### config.mk
export PLATFORM = sky130hd
export DESIGN_NAME = ethernet_ip_l4_header_parser
export DESIGN_NICKNAME = d
export VERILOG_FILES = /design/src/rtl/core/ethhp_pkg.sv /design/src/rtl/core/ethernet_ip_l4_header_parser.sv
export SDC_FILE = /design/constraint.sdc
export NUM_CORES = 1
export LEC_CHECK = 0
export ABC_AREA = 1
export BUFFER_PORTS_ARGS = -buffer_cell sky130_fd_sc_hd__buf_2
export CAP_MARGIN = 0
export CORE_MARGIN = 2
export CORE_UTILIZATION = 37
export DETAILED_ROUTE_END_ITERATION = 6
export GPL_ROUTABILITY_DRIVEN = 0
export SYNTH_ARGS = -nofsm -noshare
export SYNTH_HDL_FRONTEND = slang
export SYNTH_SLANG_ARGS = --single-unit
### constraint.sdc
create_clock -name clk -period 8 [get_ports clk]
set_input_delay 1.6 -clock clk [delete_from_list [all_inputs] [get_ports clk]]
set_output_delay 1.6 -clock clk [all_outputs]
set_load 0.01 [all_outputs]
### src/rtl/core/ethhp_pkg.sv
// ----------------------------------------------------------------------------
// ethhp_pkg
// constants and codes for the ethernet / ip / l4 header parser
// ----------------------------------------------------------------------------
package ethhp_pkg;

	localparam int DEF_MAX_VLAN_TAGS = 2;

	localparam int POS_W        = 16;
	localparam int ETH_HDR_LEN  = 14;
	localparam int VLAN_TAG_LEN = 4;
	localparam int IPV4_MIN_HDR = 20;
	localparam int IPV6_HDR_LEN = 40;
	localparam int TCP_HDR_LEN  = 20;
	localparam int UDP_HDR_LEN  = 8;

	// byte offsets inside the frame and the l3 / l4 headers
	localparam logic [POS_W-1:0] POS_ETYPE_HI = 16'd12;
	localparam logic [POS_W-1:0] POS_ETYPE_LO = 16'd13;
	localparam logic [POS_W-1:0] REL_VER      = 16'd0;
	localparam logic [POS_W-1:0] REL_V4_PROTO = 16'd9;
	localparam logic [POS_W-1:0] REL_V4_SRC0  = 16'd12;
	localparam logic [POS_W-1:0] REL_V4_SRC3  = 16'd15;
	localparam logic [POS_W-1:0] REL_V6_NXT   = 16'd6;
	localparam logic [POS_W-1:0] REL_V6_SRC0  = 16'd8;
	localparam logic [POS_W-1:0] REL_V6_SRC7  = 16'd15;
	localparam logic [POS_W-1:0] REL_V6_SRC8  = 16'd16;
	localparam logic [POS_W-1:0] REL_V6_SRC15 = 16'd23;
	localparam logic [POS_W-1:0] L4_DPORT_HI  = 16'd2;
	localparam logic [POS_W-1:0] L4_DPORT_LO  = 16'd3;
	localparam logic [POS_W-1:0] L4_TCP_FLAGS = 16'd13;

	localparam logic [15:0] ETYPE_VLAN = 16'h8100;
	localparam logic [15:0] ETYPE_QINQ = 16'h88a8;
	localparam logic [15:0] ETYPE_IPV4 = 16'h0800;
	localparam logic [15:0] ETYPE_IPV6 = 16'h86dd;

	localparam logic [3:0] VER_IPV4 = 4'd4;
	localparam logic [3:0] VER_IPV6 = 4'd6;

	localparam logic [7:0] PROTO_ICMP   = 8'd1;
	localparam logic [7:0] PROTO_TCP    = 8'd6;
	localparam logic [7:0] PROTO_UDP    = 8'd17;
	localparam logic [7:0] PROTO_ICMPV6 = 8'd58;

	localparam int TCP_FIN_SYN = 1;
	localparam int TCP_FIN_RST = 2;
	localparam int TCP_FIN_ACK = 4;

	localparam logic [1:0] L3_NONE = 2'd0;
	localparam logic [1:0] L3_IPV4 = 2'd1;
	localparam logic [1:0] L3_IPV6 = 2'd2;

	localparam logic [1:0] L4_OTHER = 2'd0;
	localparam logic [1:0] L4_TCP   = 2'd1;
	localparam logic [1:0] L4_UDP   = 2'd2;
	localparam logic [1:0] L4_ICMP  = 2'd3;

	// output word layout
	localparam int OUT_DATA_W = 168;
	localparam int OUT_USER_W = 4;

	typedef struct packed {
		logic [4:0]  pad;
		logic [15:0] frame_length;
		logic        rst_seen;
		logic        synack_seen;
		logic        syn_seen;
		logic [15:0] dest_port;
		logic [63:0] source_low;
		logic [63:0] source_high;
	} out_data_t;

	typedef struct packed {
		logic [1:0] l4_class;
		logic [1:0] l3_class;
	} out_user_t;

	function automatic logic is_tag_type(input logic [15:0] kind);
		return (kind == ETYPE_VLAN) || (kind == ETYPE_QINQ);
	endfunction

endpackage

### src/rtl/core/ethernet_ip_l4_header_parser.sv
// ----------------------------------------------------------------------------
// ethernet_ip_l4_header_parser
// byte-wide ethernet / vlan / ipv4 / ipv6 header parser with an l4 summary
// ----------------------------------------------------------------------------
// Takes one frame byte per cycle on the slave side (tlast on the final byte)
// and emits one summary word per frame on the master side, in the cycle after
// the last byte is taken. Every byte goes through a single registered pass:
// the parse state updates in the cycle the byte is accepted, and the summary
// lands in an output register, so a new byte can be taken every cycle.
// s_axis_tready drops only while a finished summary sits in the output
// register and the master side does not take it.
// Up to MAX_VLAN_TAGS 802.1Q / 802.1ad tags are stripped; frames that are
// short, carry too many tags, or fail the ip version or length checks report
// l3 class 0 with all fields but the frame length cleared.

module ethernet_ip_l4_header_parser #(
	parameter int MAX_VLAN_TAGS = ethhp_pkg::DEF_MAX_VLAN_TAGS
) (
	input  logic                             clk,
	input  logic                             arst_n,
	input  logic                             s_axis_tvalid,
	output logic                             s_axis_tready,
	input  logic [7:0]                       s_axis_tdata,  // frame_byte[7:0]
	input  logic                             s_axis_tlast,
	output logic                             m_axis_tvalid,
	input  logic                             m_axis_tready,
	// source_high[63:0], source_low[127:64], dest_port[143:128], syn_seen[144],
	// synack_seen[145], rst_seen[146], frame_length[162:147], zero pad[167:163]
	output logic [ethhp_pkg::OUT_DATA_W-1:0] m_axis_tdata,
	// l3_class[1:0], l4_class[3:2]
	output logic [ethhp_pkg::OUT_USER_W-1:0] m_axis_tuser
);

	localparam int L3_LAST_INT = ethhp_pkg::ETH_HDR_LEN
		+ ethhp_pkg::VLAN_TAG_LEN * MAX_VLAN_TAGS;
	localparam int L3_W = $clog2(L3_LAST_INT + 1);
	localparam logic [L3_W-1:0] L3_FIRST = L3_W'(ethhp_pkg::ETH_HDR_LEN);
	localparam logic [L3_W-1:0] L3_LAST  = L3_W'(L3_LAST_INT);
	localparam logic [L3_W-1:0] TAG_STEP = L3_W'(ethhp_pkg::VLAN_TAG_LEN);
	localparam int PW = ethhp_pkg::POS_W;

	// per-frame parse state
	logic [PW-1:0]   pos_q;
	logic [15:0]     etype_q;
	logic [L3_W-1:0] l3_start_q;
	logic [3:0]      ihl_q;
	logic [3:0]      ver_q;
	logic [7:0]      proto_q;
	logic [63:0]     src_hi_q;
	logic [63:0]     src_lo_q;
	logic [15:0]     port_q;
	logic [7:0]      flags_q;
	logic            in_tag_q;

	logic [15:0]     etype_d;
	logic [L3_W-1:0] l3_start_d;
	logic [3:0]      ihl_d;
	logic [3:0]      ver_d;
	logic [7:0]      proto_d;
	logic [63:0]     src_hi_d;
	logic [63:0]     src_lo_d;
	logic [15:0]     port_d;
	logic [7:0]      flags_d;
	logic            in_tag_d;

	logic [PW-1:0]   len;
	logic            accept;

	logic                 out_valid_q;
	ethhp_pkg::out_data_t out_data_q;
	ethhp_pkg::out_user_t out_user_q;
	ethhp_pkg::out_data_t sum_data;
	ethhp_pkg::out_user_t sum_user;

	assign accept        = s_axis_tvalid && s_axis_tready;
	assign s_axis_tready = !out_valid_q || m_axis_tready;
	assign len           = (pos_q == '1) ? pos_q : pos_q + PW'(1);

	// next parse state for the byte on the input
	always_comb begin
		logic [PW-1:0] l3s;
		logic [PW-1:0] rel;
		logic [PW-1:0] l4;
		logic [PW-1:0] lrel;
		logic          is_v4;
		logic          is_v6;

		etype_d    = etype_q;
		l3_start_d = l3_start_q;
		ihl_d      = ihl_q;
		ver_d      = ver_q;
		proto_d    = proto_q;
		src_hi_d   = src_hi_q;
		src_lo_d   = src_lo_q;
		port_d     = port_q;
		flags_d    = flags_q;
		in_tag_d   = in_tag_q;

		l3s   = PW'(l3_start_q);
		rel   = pos_q - l3s;
		is_v4 = (etype_q == ethhp_pkg::ETYPE_IPV4);
		is_v6 = (etype_q == ethhp_pkg::ETYPE_IPV6);
		l4    = '0;
		lrel  = '0;

		if (pos_q == ethhp_pkg::POS_ETYPE_HI) begin
			etype_d[15:8] = s_axis_tdata;
		end else if (pos_q == ethhp_pkg::POS_ETYPE_LO) begin
			etype_d[7:0] = s_axis_tdata;
			in_tag_d = ethhp_pkg::is_tag_type(etype_d) && (l3_start_q < L3_LAST);
		end else if (pos_q >= PW'(ethhp_pkg::ETH_HDR_LEN)) begin
			if (in_tag_q) begin
				// inner ethertype sits in the last two bytes of each tag
				if (pos_q == l3s + PW'(2)) begin
					etype_d[15:8] = s_axis_tdata;
				end else if (pos_q == l3s + PW'(3)) begin
					etype_d[7:0] = s_axis_tdata;
					l3_start_d = l3_start_q + TAG_STEP;
					in_tag_d = ethhp_pkg::is_tag_type(etype_d) && (l3_start_d < L3_LAST);
				end
			end else if (pos_q >= l3s) begin
				if (rel == ethhp_pkg::REL_VER) begin
					ver_d = s_axis_tdata[7:4];
					ihl_d = s_axis_tdata[3:0];
				end
				if (is_v4) begin
					if (rel == ethhp_pkg::REL_V4_PROTO) begin
						proto_d = s_axis_tdata;
					end
					if (rel >= ethhp_pkg::REL_V4_SRC0 && rel <= ethhp_pkg::REL_V4_SRC3) begin
						src_lo_d = {32'd0, src_lo_q[23:0], s_axis_tdata};
					end
					l4 = PW'({ihl_d, 2'b00});
				end else if (is_v6) begin
					if (rel == ethhp_pkg::REL_V6_NXT) begin
						proto_d = s_axis_tdata;
					end
					if (rel >= ethhp_pkg::REL_V6_SRC0 && rel <= ethhp_pkg::REL_V6_SRC7) begin
						src_hi_d = {src_hi_q[55:0], s_axis_tdata};
					end
					if (rel >= ethhp_pkg::REL_V6_SRC8 && rel <= ethhp_pkg::REL_V6_SRC15) begin
						src_lo_d = {src_lo_q[55:0], s_axis_tdata};
					end
					l4 = PW'(ethhp_pkg::IPV6_HDR_LEN);
				end
				lrel = rel - l4;
				if ((is_v4 || is_v6) && rel >= l4) begin
					if (lrel == ethhp_pkg::L4_DPORT_HI) begin
						port_d[15:8] = s_axis_tdata;
					end else if (lrel == ethhp_pkg::L4_DPORT_LO) begin
						port_d[7:0] = s_axis_tdata;
					end else if (lrel == ethhp_pkg::L4_TCP_FLAGS) begin
						flags_d = s_axis_tdata;
					end
				end
			end
		end
	end

	// frame summary from the state after the last byte
	always_comb begin
		logic [PW-1:0] l3s;
		logic [PW-1:0] l4off_v4;
		logic [PW-1:0] l4off;
		logic          base_ok;
		logic          ok_v4;
		logic          ok_v6;
		logic          tcp_fits;
		logic          udp_fits;

		l3s      = PW'(l3_start_d);
		l4off_v4 = l3s + PW'({ihl_d, 2'b00});
		base_ok  = (len >= PW'(ethhp_pkg::ETH_HDR_LEN)) && !in_tag_d;
		ok_v4    = base_ok && (etype_d == ethhp_pkg::ETYPE_IPV4)
			&& (len >= l3s + PW'(ethhp_pkg::IPV4_MIN_HDR))
			&& (ver_d == ethhp_pkg::VER_IPV4) && (len >= l4off_v4);
		ok_v6    = base_ok && (etype_d == ethhp_pkg::ETYPE_IPV6)
			&& (len >= l3s + PW'(ethhp_pkg::IPV6_HDR_LEN))
			&& (ver_d == ethhp_pkg::VER_IPV6);
		l4off    = ok_v4 ? l4off_v4 : l3s + PW'(ethhp_pkg::IPV6_HDR_LEN);
		tcp_fits = (len >= l4off + PW'(ethhp_pkg::TCP_HDR_LEN));
		udp_fits = (len >= l4off + PW'(ethhp_pkg::UDP_HDR_LEN));

		sum_data = '0;
		sum_user = '0;
		sum_data.frame_length = len;

		if (ok_v4) begin
			sum_user.l3_class = ethhp_pkg::L3_IPV4;
			sum_data.source_low = {32'd0, src_lo_d[31:0]};
		end else if (ok_v6) begin
			sum_user.l3_class = ethhp_pkg::L3_IPV6;
			sum_data.source_high = src_hi_d;
			sum_data.source_low = src_lo_d;
		end

		if (ok_v4 || ok_v6) begin
			if (proto_d == ethhp_pkg::PROTO_TCP) begin
				sum_user.l4_class = ethhp_pkg::L4_TCP;
				if (tcp_fits) begin
					sum_data.dest_port = port_d;
					sum_data.syn_seen = flags_d[ethhp_pkg::TCP_FIN_SYN];
					sum_data.rst_seen = flags_d[ethhp_pkg::TCP_FIN_RST];
					sum_data.synack_seen = flags_d[ethhp_pkg::TCP_FIN_SYN]
						&& flags_d[ethhp_pkg::TCP_FIN_ACK];
				end
			end else if (proto_d == ethhp_pkg::PROTO_UDP) begin
				sum_user.l4_class = ethhp_pkg::L4_UDP;
				if (udp_fits) begin
					sum_data.dest_port = port_d;
				end
			end else if ((ok_v4 && proto_d == ethhp_pkg::PROTO_ICMP)
				|| (ok_v6 && proto_d == ethhp_pkg::PROTO_ICMPV6)) begin
				sum_user.l4_class = ethhp_pkg::L4_ICMP;
			end
		end
	end

	always_ff @(posedge clk or negedge arst_n) begin
		if (!arst_n) begin
			pos_q      <= '0;
			etype_q    <= '0;
			l3_start_q <= L3_FIRST;
			ihl_q      <= '0;
			ver_q      <= '0;
			proto_q    <= '0;
			src_hi_q   <= '0;
			src_lo_q   <= '0;
			port_q     <= '0;
			flags_q    <= '0;
			in_tag_q   <= 1'b0;
		end else if (accept) begin
			if (s_axis_tlast) begin
				pos_q      <= '0;
				etype_q    <= '0;
				l3_start_q <= L3_FIRST;
				ihl_q      <= '0;
				ver_q      <= '0;
				proto_q    <= '0;
				src_hi_q   <= '0;
				src_lo_q   <= '0;
				port_q     <= '0;
				flags_q    <= '0;
				in_tag_q   <= 1'b0;
			end else begin
				pos_q      <= len;
				etype_q    <= etype_d;
				l3_start_q <= l3_start_d;
				ihl_q      <= ihl_d;
				ver_q      <= ver_d;
				proto_q    <= proto_d;
				src_hi_q   <= src_hi_d;
				src_lo_q   <= src_lo_d;
				port_q     <= port_d;
				flags_q    <= flags_d;
				in_tag_q   <= in_tag_d;
			end
		end
	end

	// output register
	always_ff @(posedge clk or negedge arst_n) begin
		if (!arst_n) begin
			out_valid_q <= 1'b0;
		end else if (accept && s_axis_tlast) begin
			out_valid_q <= 1'b1;
		end else if (m_axis_tready) begin
			out_valid_q <= 1'b0;
		end
	end

	always_ff @(posedge clk) begin
		if (accept && s_axis_tlast) begin
			out_data_q <= sum_data;
			out_user_q <= sum_user;
		end
	end

	assign m_axis_tvalid = out_valid_q;
	assign m_axis_tdata  = out_data_q;
	assign m_axis_tuser  = out_user_q;

endmodule

After elaboration in Yosys (flattened, before gate mapping):

Index checks and enable logic that the tools add are counted.

* output and inout port bits: 174
* register bits: 369
* input port bits: 13
* logic and storage cells: 214

* add/sub/neg operators: 11
* mux-type cells: 109
* bitwise logic cells: 2
* eq/ne operators: 22
* magnitude comparators: 16
* reductions and logical operators: 31

Operators with widths (count)
* 64-bit two-way mux: 19
* 16-bit two-way mux: 21
* 8-bit two-way mux: 20
* 96-bit two-way mux: 1
* 5-bit two-way mux: 17
* 16-bit == test (second input constant): 5
* 16-bit by 4-bit == test with 1-bit output (second input constant): 4
* 16-bit by 4-bit >= comparator with 1-bit output (second input constant): 4
* 4-bit two-way mux: 14
* 16-bit by 12-bit == test with 1-bit output (second input constant): 2
* 16-bit by 2-bit == test with 1-bit output (second input constant): 2
* 16-bit by 6-bit == test with 1-bit output: 2
* 16-bit >= comparator: 2
* 16-bit by 8-bit >= comparator with 1-bit output: 2
* 32-bit two-way mux: 1
* 1-bit logical AND: 19
* 16-bit by 1-bit adder with 16-bit output (second input constant): 1
* 16-bit by 3-bit == test with 1-bit output (second input constant): 1
* 16-bit by 5-bit >= comparator with 1-bit output: 1
* 16-bit by 5-bit >= comparator with 1-bit output (second input constant): 1
* 16-bit by 6-bit >= comparator with 1-bit output: 1
* 16-bit by 7-bit >= comparator with 1-bit output: 1
* 16-bit by 4-bit <= comparator with 1-bit output (second input constant): 1
* 16-bit by 5-bit <= comparator with 1-bit output (second input constant): 1
* other kinds (26): 48

Longest topological paths before layout:

Gate-level depths: netlist of the first run.

* depth in word-level cells: 22
* depth in mapped cells: 49
* depth with buffers taken out: 48

Worst setup path before layout of the first run:

OpenSTA, ideal clock, no wires.

* path type: in2reg
* start point: input port m_axis_tready
* end point: register out_data_q, in the netlist m_axis_tdata[0], enable pin
* setup slack: -1.695 ns
* cell stages on the path: 5
* path buffers: 1
* setup time: 0.698 ns
* required time: 7.302 ns
* arrival time: 8.996 ns
* cell sequence: inv_1 -> nand2_1 -> nand2_1 -> clkbuf_1 -> nor2_1

* word-level cells in the longest chain between the ends: 3

RTL lines
* start, declared: line ethernet_ip_l4_header_parser.sv:26 `input logic m_axis_tready,`
* 1-bit logical OR: line ethernet_ip_l4_header_parser.sv:76 `assign s_axis_tready = !out_valid_q || m_axis_tready;`
* named net s_axis_tready: line ethernet_ip_l4_header_parser.sv:22 `output logic s_axis_tready,`
* 1-bit logical AND: line ethernet_ip_l4_header_parser.sv:75 `assign accept = s_axis_tvalid && s_axis_tready;`
* 1-bit logical AND: line ethernet_ip_l4_header_parser.sv:273 `if (accept && s_axis_tlast) begin`
* end signal, assigned: line ethernet_ip_l4_header_parser.sv:274 `out_data_q <= sum_data;`
* end, declared: line ethernet_ip_l4_header_parser.sv:70 `ethhp_pkg::out_data_t out_data_q;`

The timed path passes the listed nets, and every way through them passes these cells.
A chain may end at the register's enable or synchronous reset.

Final worst setup path of the first run:

* start point: register pos_q[1]
* end point: register out_data_q, in the netlist m_axis_tdata[131], data pin

* word-level cells in the longest chain between the ends: 22
* elaborated cells between the ends (all ways): 106

RTL lines
* start, declared: line ethernet_ip_l4_header_parser.sv:43 `logic [PW-1:0] pos_q;`
* start signal, assigned: line ethernet_ip_l4_header_parser.sv:246 `pos_q <= len;`
* parallel branches: the longest is 22 deep, another holds 16-bit by 5-bit subtractor with 16-bit output

Parallel ways; which one is timed is not known. The select of a mux whose other input is x is not followed.

==> summary.md, run 1 <==
| Metric | Value |
|---|---|
| Post-synth EDFFs | between 150 and 200 |
| Synth unique cells | 55 |
| Maximum clock rate | about 0.14 GHz |
| Congestion Overflow GR | 0 |
| Netlist Area Pre-Place | 20700 um^2 |
| Clock-pin slew on the worst setup and hold paths | roughly 0.06 ns |
| Vias in the first global route | about 17000 |
| Largest area contributor in the netlist | edfxtp_1 |
| Async set-reset flop share out of synthesis | 54.6% |
| Area Growth Syn to Fin | 14.0% |
| Yosys Warn Count | 0 |
| Largest fanout on the critical path | 16 |
| Most frequent cell after synthesis | nand2_1 |
| Ranking of synthesized cells by area | edfxtp_1, dfrtp_1, nand2_1 |
| CP max stage delay | 0.47 ns |
| Number of antenna violations at the first check in global routing | 0 |
| Status | completed |
| Die height | 240 um |
| Lkg Pwr | around 10 nW |
| H-tree depth | 2 |
| Largest net degree at the start of global routing | between 100 and 150 |
| Mapped Cells | 2524 |
| Hold Slack | 0.492 ns |
| Routed Antenna Nets | 0 |
| Period utilisation layout | approximately 91% |
| Final hold violation count | 0 |
| Row Count | 86 |
| TritonCTS clock tree | done |
| Critical Path Start Type | register |
| Data required, critical path | approximately 8.3 ns |
| Register area share after synthesis | 48.6% |
| Initial core utilization | a little under two fifths |
| Die Span X | approximately 240 um |
| I/O pins | approximately 190 |
| WP data arrival | roughly 7.6 ns |
| Max Cap Viol | 0 |
| Top post-synthesis cells by count | nand2_1, inv_1, o21ai_0 |
| Final WS setup | roughly 0.69 ns |
| RSZ-0062 raised after global routing | false |
| Drt pass-1 iters | 6 |
| Place WS | roughly 0.82 ns |
| Clk root buf | clkbuf_16 |
| Clk_skew | between 0.03 and 0.04 ns |
| Cts repair resizes | 0 |
| Yosys top cell area share | between 20% and 30% |
| All-Layer GR Usage | about a fifth |
| TritonCTS Buffers | 43 |
| Total negative slack | 0 ns |
| Slew Limit Fails | 0 |
| Design Area, Final | between 20000 and 25000 um^2 |
| Dpl hpwl | a little under 40000 um |
| Slew HR | 14.9% |
| Layout cells sized above 1 | ~13% |
| WL final | 59200 um |
| Post-layout minimum cycle time | approximately 7.3 ns |
| Diode count | 0 |
| Critical path's slowest cell | fa_1 |
| Top_reg_cell synth | dfrtp_1 |
| CORE AREA | between 50000 and 60000 um^2 |
| Initial DRC count | 1660 |
| Post-CTS Setup Bufs | 0 |
| Tot Pwr | around 4.3 mW |
| First-pass GRT wire length | roughly 94000 um |
| Crit Path Class | reg2reg |
| Placed inst area | ~22000 um^2 |
| # DRC | 0 |
| Endpoint class of the critical path | register |
| Per-cell routed wire length | around 17 um |
| Hold-fix buffers, CTS | 0 |
| Clk_lat worst skew | around 0.58 ns |
| Vias per inst | around 5.3 |
| Die area | a little under 60000 um^2 |
| Synth Area per Inst | roughly 8.2 um^2 |
| CTS Sinks | ~370 |
| Nets@finish | around 2700 |
| Least-Margin Pin Slew | about 1.3 ns |
| PD cells | between 150 and 200 nW/um^2 |
| Crit path top cell by count | nand2_1 |
| Layout fillers | 5475 |
| Clock buffer depth | 3 |
| Peak supply drop | ~160 uV |
| Port buffer count | 181 |
| Worst Hold Class | reg2reg |
| Final setup fails | 0 |
| Via count | 18100 |
| Yosys reg bits | around 370 |
==> per-stage QoR <==
step           util [%]  cells
2_1_floorplan         -   2529
3_3_place_gp       40.0   3339
3_5_place_dp       40.0   3339
4_1_cts            42.7   3419
5_1_grt            42.7   3419
6_report           42.7   3419
==> metal layers <==
layer | routed length, um | vias up | track usage [%]
li1 | - | 8732 | -
met1 | 26300 | 8686 | 27.7
met5 | 0 | - | 0
met3 | 3510 | 87 | 3.09
met4 | 1650 | 0 | 6.70
met2 | 27700 | 557 | 33.0
==> critical path, delay by kind of cell, from the launching register on <==
kind / cells / cell delay (ns)
compound gates: 9 / 1.33
xor+xnor: 1 / 0.21
fa+ha+maj: 6 / 1.87
buf+inv: 6 / 0.55
flops: 1 / 0.45
simple gates: 23 / 2.61
==> state kept, by name (all words and copies together), names as in the netlist, 8 cells and up <==
name          flops
src_lo_q         64
src_hi_q         64
port_q           16
pos_q            16
m_axis_tdata    163
proto_q           8
etype_q          16
==> where the power goes <==
group	total, mW	leakage [nW]	switching (mW)	internal [mW]
clock	2.03	0.711	0.815	1.21
combinational	0.247	5.04	0.190	0.0575
sequential	2.03	4.39	0.0166	2.01
total	4.31	10.1	1.02	3.28
==> cell families after synthesis <==
| group | synth area share [%] |
|---|---|
| AOI/OAI and AO/OA | 16.8 |
| xor gates and xnor gates | 1.10 |
| adders and majority gates | 3.32 |
| buffers and inverters | 10.1 |
| DFF | 48.6 |
| other | 0.0363 |
| and+or+nand+nor | 19.9 |
==> worst paths after layout <==
| check | from | to | slack, ns | depth (start not counted) |
|---|---|---|---|---|
| setup / recovery | pos_q[1] | m_axis_tdata[131] | 0.69 | 45 |
| hold / removal | port_q[15] | port_q[15] | 0.49 | 2 |
| setup reg to reg | pos_q[1] | m_axis_tdata[131] | 0.69 | 45 |
| hold reg to reg | port_q[15] | port_q[15] | 0.49 | 2 |
| max in group asynchronous | arst_n | etype_q[14] | 5.57 | 2 |
| min in group asynchronous | arst_n | src_lo_q[35] | 0.99 | 1 |
==> area by class of cell <==
class,count,area (um^2),area share (%)
Clock buffer,56,1190,5.04
Clock inverter,24,267,1.13
Inverter,390,1480,6.28
Multi-Input combinational cell,1631,8550,36.3
Sequential cell,368,10000,42.7
Tap cell,748,936,3.97
Timing Repair Buffer,202,1080,4.61
==> layout by cell type, fill, tap and decap left out, drive strengths merged, types with 2 or more instances in the layout <==
cell    instances
a211oi         33
a21o            3
a21oi          84
buf           201
bufinv          5
clkbuf         57
clkinv         20
conb            7
dfrtp         198
dfstp           3
edfxtp        167
fa              3
ha             50
inv           388
nand2         441
nand3         132
nand3b          4
nand4          46
nor2          288
nor3           18
nor4            4
o211ai         33
o21ai         282
o21bai          6
o22ai         163
or2             2
xnor2           4
xor2           21
Note: power is estimated with default switching activity, not from simulation.
==> run 2, diff against run 1 <==
- CORE_MARGIN: 2 -> 1
- CORE_UTILIZATION: 37 -> 45
- PLACE_DENSITY: unset -> 0.66
==> summary.md, run 2 (synthesis gave the netlist of run 1 again) <==
| Metric | Value |
|---|---|
| RSZ-0062 raised after global routing | false |
| Worst Hold Class | reg2reg |
| Peak supply drop | 167 uV (+5.9%) |
| R2r endpoint | m_axis_tdata[131] |
| Post-CTS Setup Bufs | 0 (unchanged) |
| Nets@finish | 2703 (+0.037%) |
| Data required, critical path | 8.34 ns (about the same) |
| Final setup fails | 0 (unchanged) |
| Largest net degree at the start of global routing | 129 (-6.5%) |
| # DRC | 0 (unchanged) |
| Lkg Pwr | 10.1 nW (-0.45%) |
| I/O pins | 187 (unchanged) |
| Final cell count without fillers | 3271 (-4.3%) |
| Vias per inst | 5.55 (+5.0%) |
| TritonCTS Buffers | 42 (-2.3%) |
| Initial DRC count | 1830 (+10%) |
| All-Layer GR Usage | 24.5% (+4.2 points) |
| PD cells | 182 nW/um^2 (-0.41%) |
| Congestion Overflow GR | 0 (unchanged) |
| Max Cap Viol | 0 (unchanged) |
| CTS Sinks | 368 (unchanged) |
| Period utilisation layout | 92.0% (+0.62 points) |
| Clock buffer depth | 3 (unchanged) |
| Clk root buf | clkbuf_16 |
| Hold-fix buffers, CTS | 0 (unchanged) |
| Layout fillers | 4235 (-23%) |
| Routed Antenna Nets | 0 (unchanged) |
| Number of antenna violations at the first check in global routing | 2 (+2) |
| Critical R2R Launch | pos_q[1] |
| Critical path's slowest cell | fa_1 |
| TritonCTS clock tree | done |
| Reg2Reg Setup Slack | 0.64 ns (-0.05 ns) |
| CORE AREA | 45400 um^2 (-18%) |
| WL final | 57100 um (-3.5%) |
| Worst Hold Path Cells | 2 (unchanged) |
| Via count | 18100 (+0.44%) |
| Post-layout minimum cycle time | 7.36 ns (+0.0499 ns) |
| Placed inst area | 21900 um^2 (-0.77%) |
| Most common cell after layout, fill and taps aside | nand2_1 |
| Final core occ | 51.4% (+8.8 points) |
| Max reg flops | 163 (unchanged) |
| Endpoint class of the critical path | register |
| Slew Limit Fails | 0 (unchanged) |
| Dpl hpwl | 37300 um (-3.7%) |
| Port buffer count | 181 (unchanged) |
| Hold Slack | 0.488 ns (-0.00391 ns) |
| Drt pass-1 iters | 6 (unchanged) |
| R2R depth | 44 (-2.2%) |
| Final hold violation count | 0 (unchanged) |
| Cts repair resizes | 0 (unchanged) |
| Crit Path Class | reg2reg |
| Total negative slack | 0 ns (unchanged) |
| Most frequent cells in the layout | nand2_1, inv_1, o21ai_0 |
| Diode count | 0 (unchanged) |
| Crit path top cell by count | nand2_1 |
| First-pass GRT wire length | 92800 um (-0.91%) |
| Maximum clock rate | 0.136 GHz (-0.68%) |
| Status | completed |
| Slew HR | 25.5% (+11 points) |
| Die height | 216 um (-10%) |
| Area Growth Syn to Fin | 13.0% |
| Vias in the first global route | 17600 (+2.0%) |
| Clk_lat worst skew | 0.59 ns (about the same) |
| Die area | 46800 um^2 (-19%) |
| Initial core utilization | 45.5% (+8.1 points) |
| Critical Path Start Type | register |
| Clock-pin slew on the worst setup and hold paths | 0.06 ns (about the same) |
| Row Count | 78 (-9.3%) |
| Hold endpoint | flags_q[1] |
| Clk_skew | 0.0222 ns (-0.0125 ns) |
| H-tree depth | 2 (unchanged) |
| CP max stage delay | 0.52 ns (+0.05 ns) |
| DP Cell Count | 3193 (-4.4%) |
| Hold_sp | flags_q[1] |
| Least-Margin Pin Slew | 1.12 ns (-0.159 ns) |
| Largest fanout on the critical path | 16 (unchanged) |
| WP data arrival | 7.69 ns (+0.05 ns) |
| Per-cell routed wire length | 17.5 um (+0.89%) |
| Layout cells sized above 1 | 12.7% (-0.15 points) |
| Design Area, Final | 23300 um^2 (-0.90%) |
| Die Span X | 216 um (-10%) |
## run 2: critical path: cells and delay by family (launching register included)
kind                     cells  cell delay [ns]
AO/OA/AOI/OAI                9             1.37
flip-flops                   1             0.42
buffers and inverters        6             0.57
AND/OR/NAND/NOR             22             2.54
adder cells (fa/ha/maj)      6             2.00
XOR/XNOR                     1             0.21
## run 2: report_power, final
part	leakage [nW]	internal [mW]	switching, mW	total (mW)
sequential	4.39	2.01	0.0163	2.03
clock	0.673	1.16	0.811	1.97
combinational	5.04	0.0589	0.187	0.246
## run 2: metal layers
metal  track usage, %  wire length (um)  up-vias
met2             38.9             26400      572
li1                 -                 -     8702
met4             11.0              2180        4
met1             33.3             25400     8741
met5                0                27        -
met3             3.47              3070      123
## run 2: how the worst max path moves through the flow
stage	from	endpoint	slack, ns	depth (start not counted)
floorplan	m_axis_tready	m_axis_tdata[0]	1.14	5
global placement	l3_start_q[1]	m_axis_tdata[131]	1.05	44
detailed placement	pos_q[1]	m_axis_tdata[131]	0.65	44
CTS	l3_start_q[1]	m_axis_tdata[131]	0.62	44
global route	l3_start_q[1]	m_axis_tdata[131]	0.04	46
finish	pos_q[1]	m_axis_tdata[131]	0.64	44
## run 2: final cells by class
class	instances	area, um^2	share of cell area [%]
Clock buffer	65	1190	5.09
Sequential cell	368	10000	43.1
Multi-Input combinational cell	1631	8560	36.7
Timing Repair Buffer	204	1100	4.71
Inverter	390	1480	6.34
Tap cell	600	751	3.22
Clock inverter	13	210	0.901
## run 2: through the flow
step                      power, mW  setup WS (ns)
final                          4.25          0.643
after global routing           4.39         0.0426
after CTS                      4.29          0.616
after detailed placement       2.31          0.652
after global placement         2.31           1.05
after floorplan                2.20           1.14
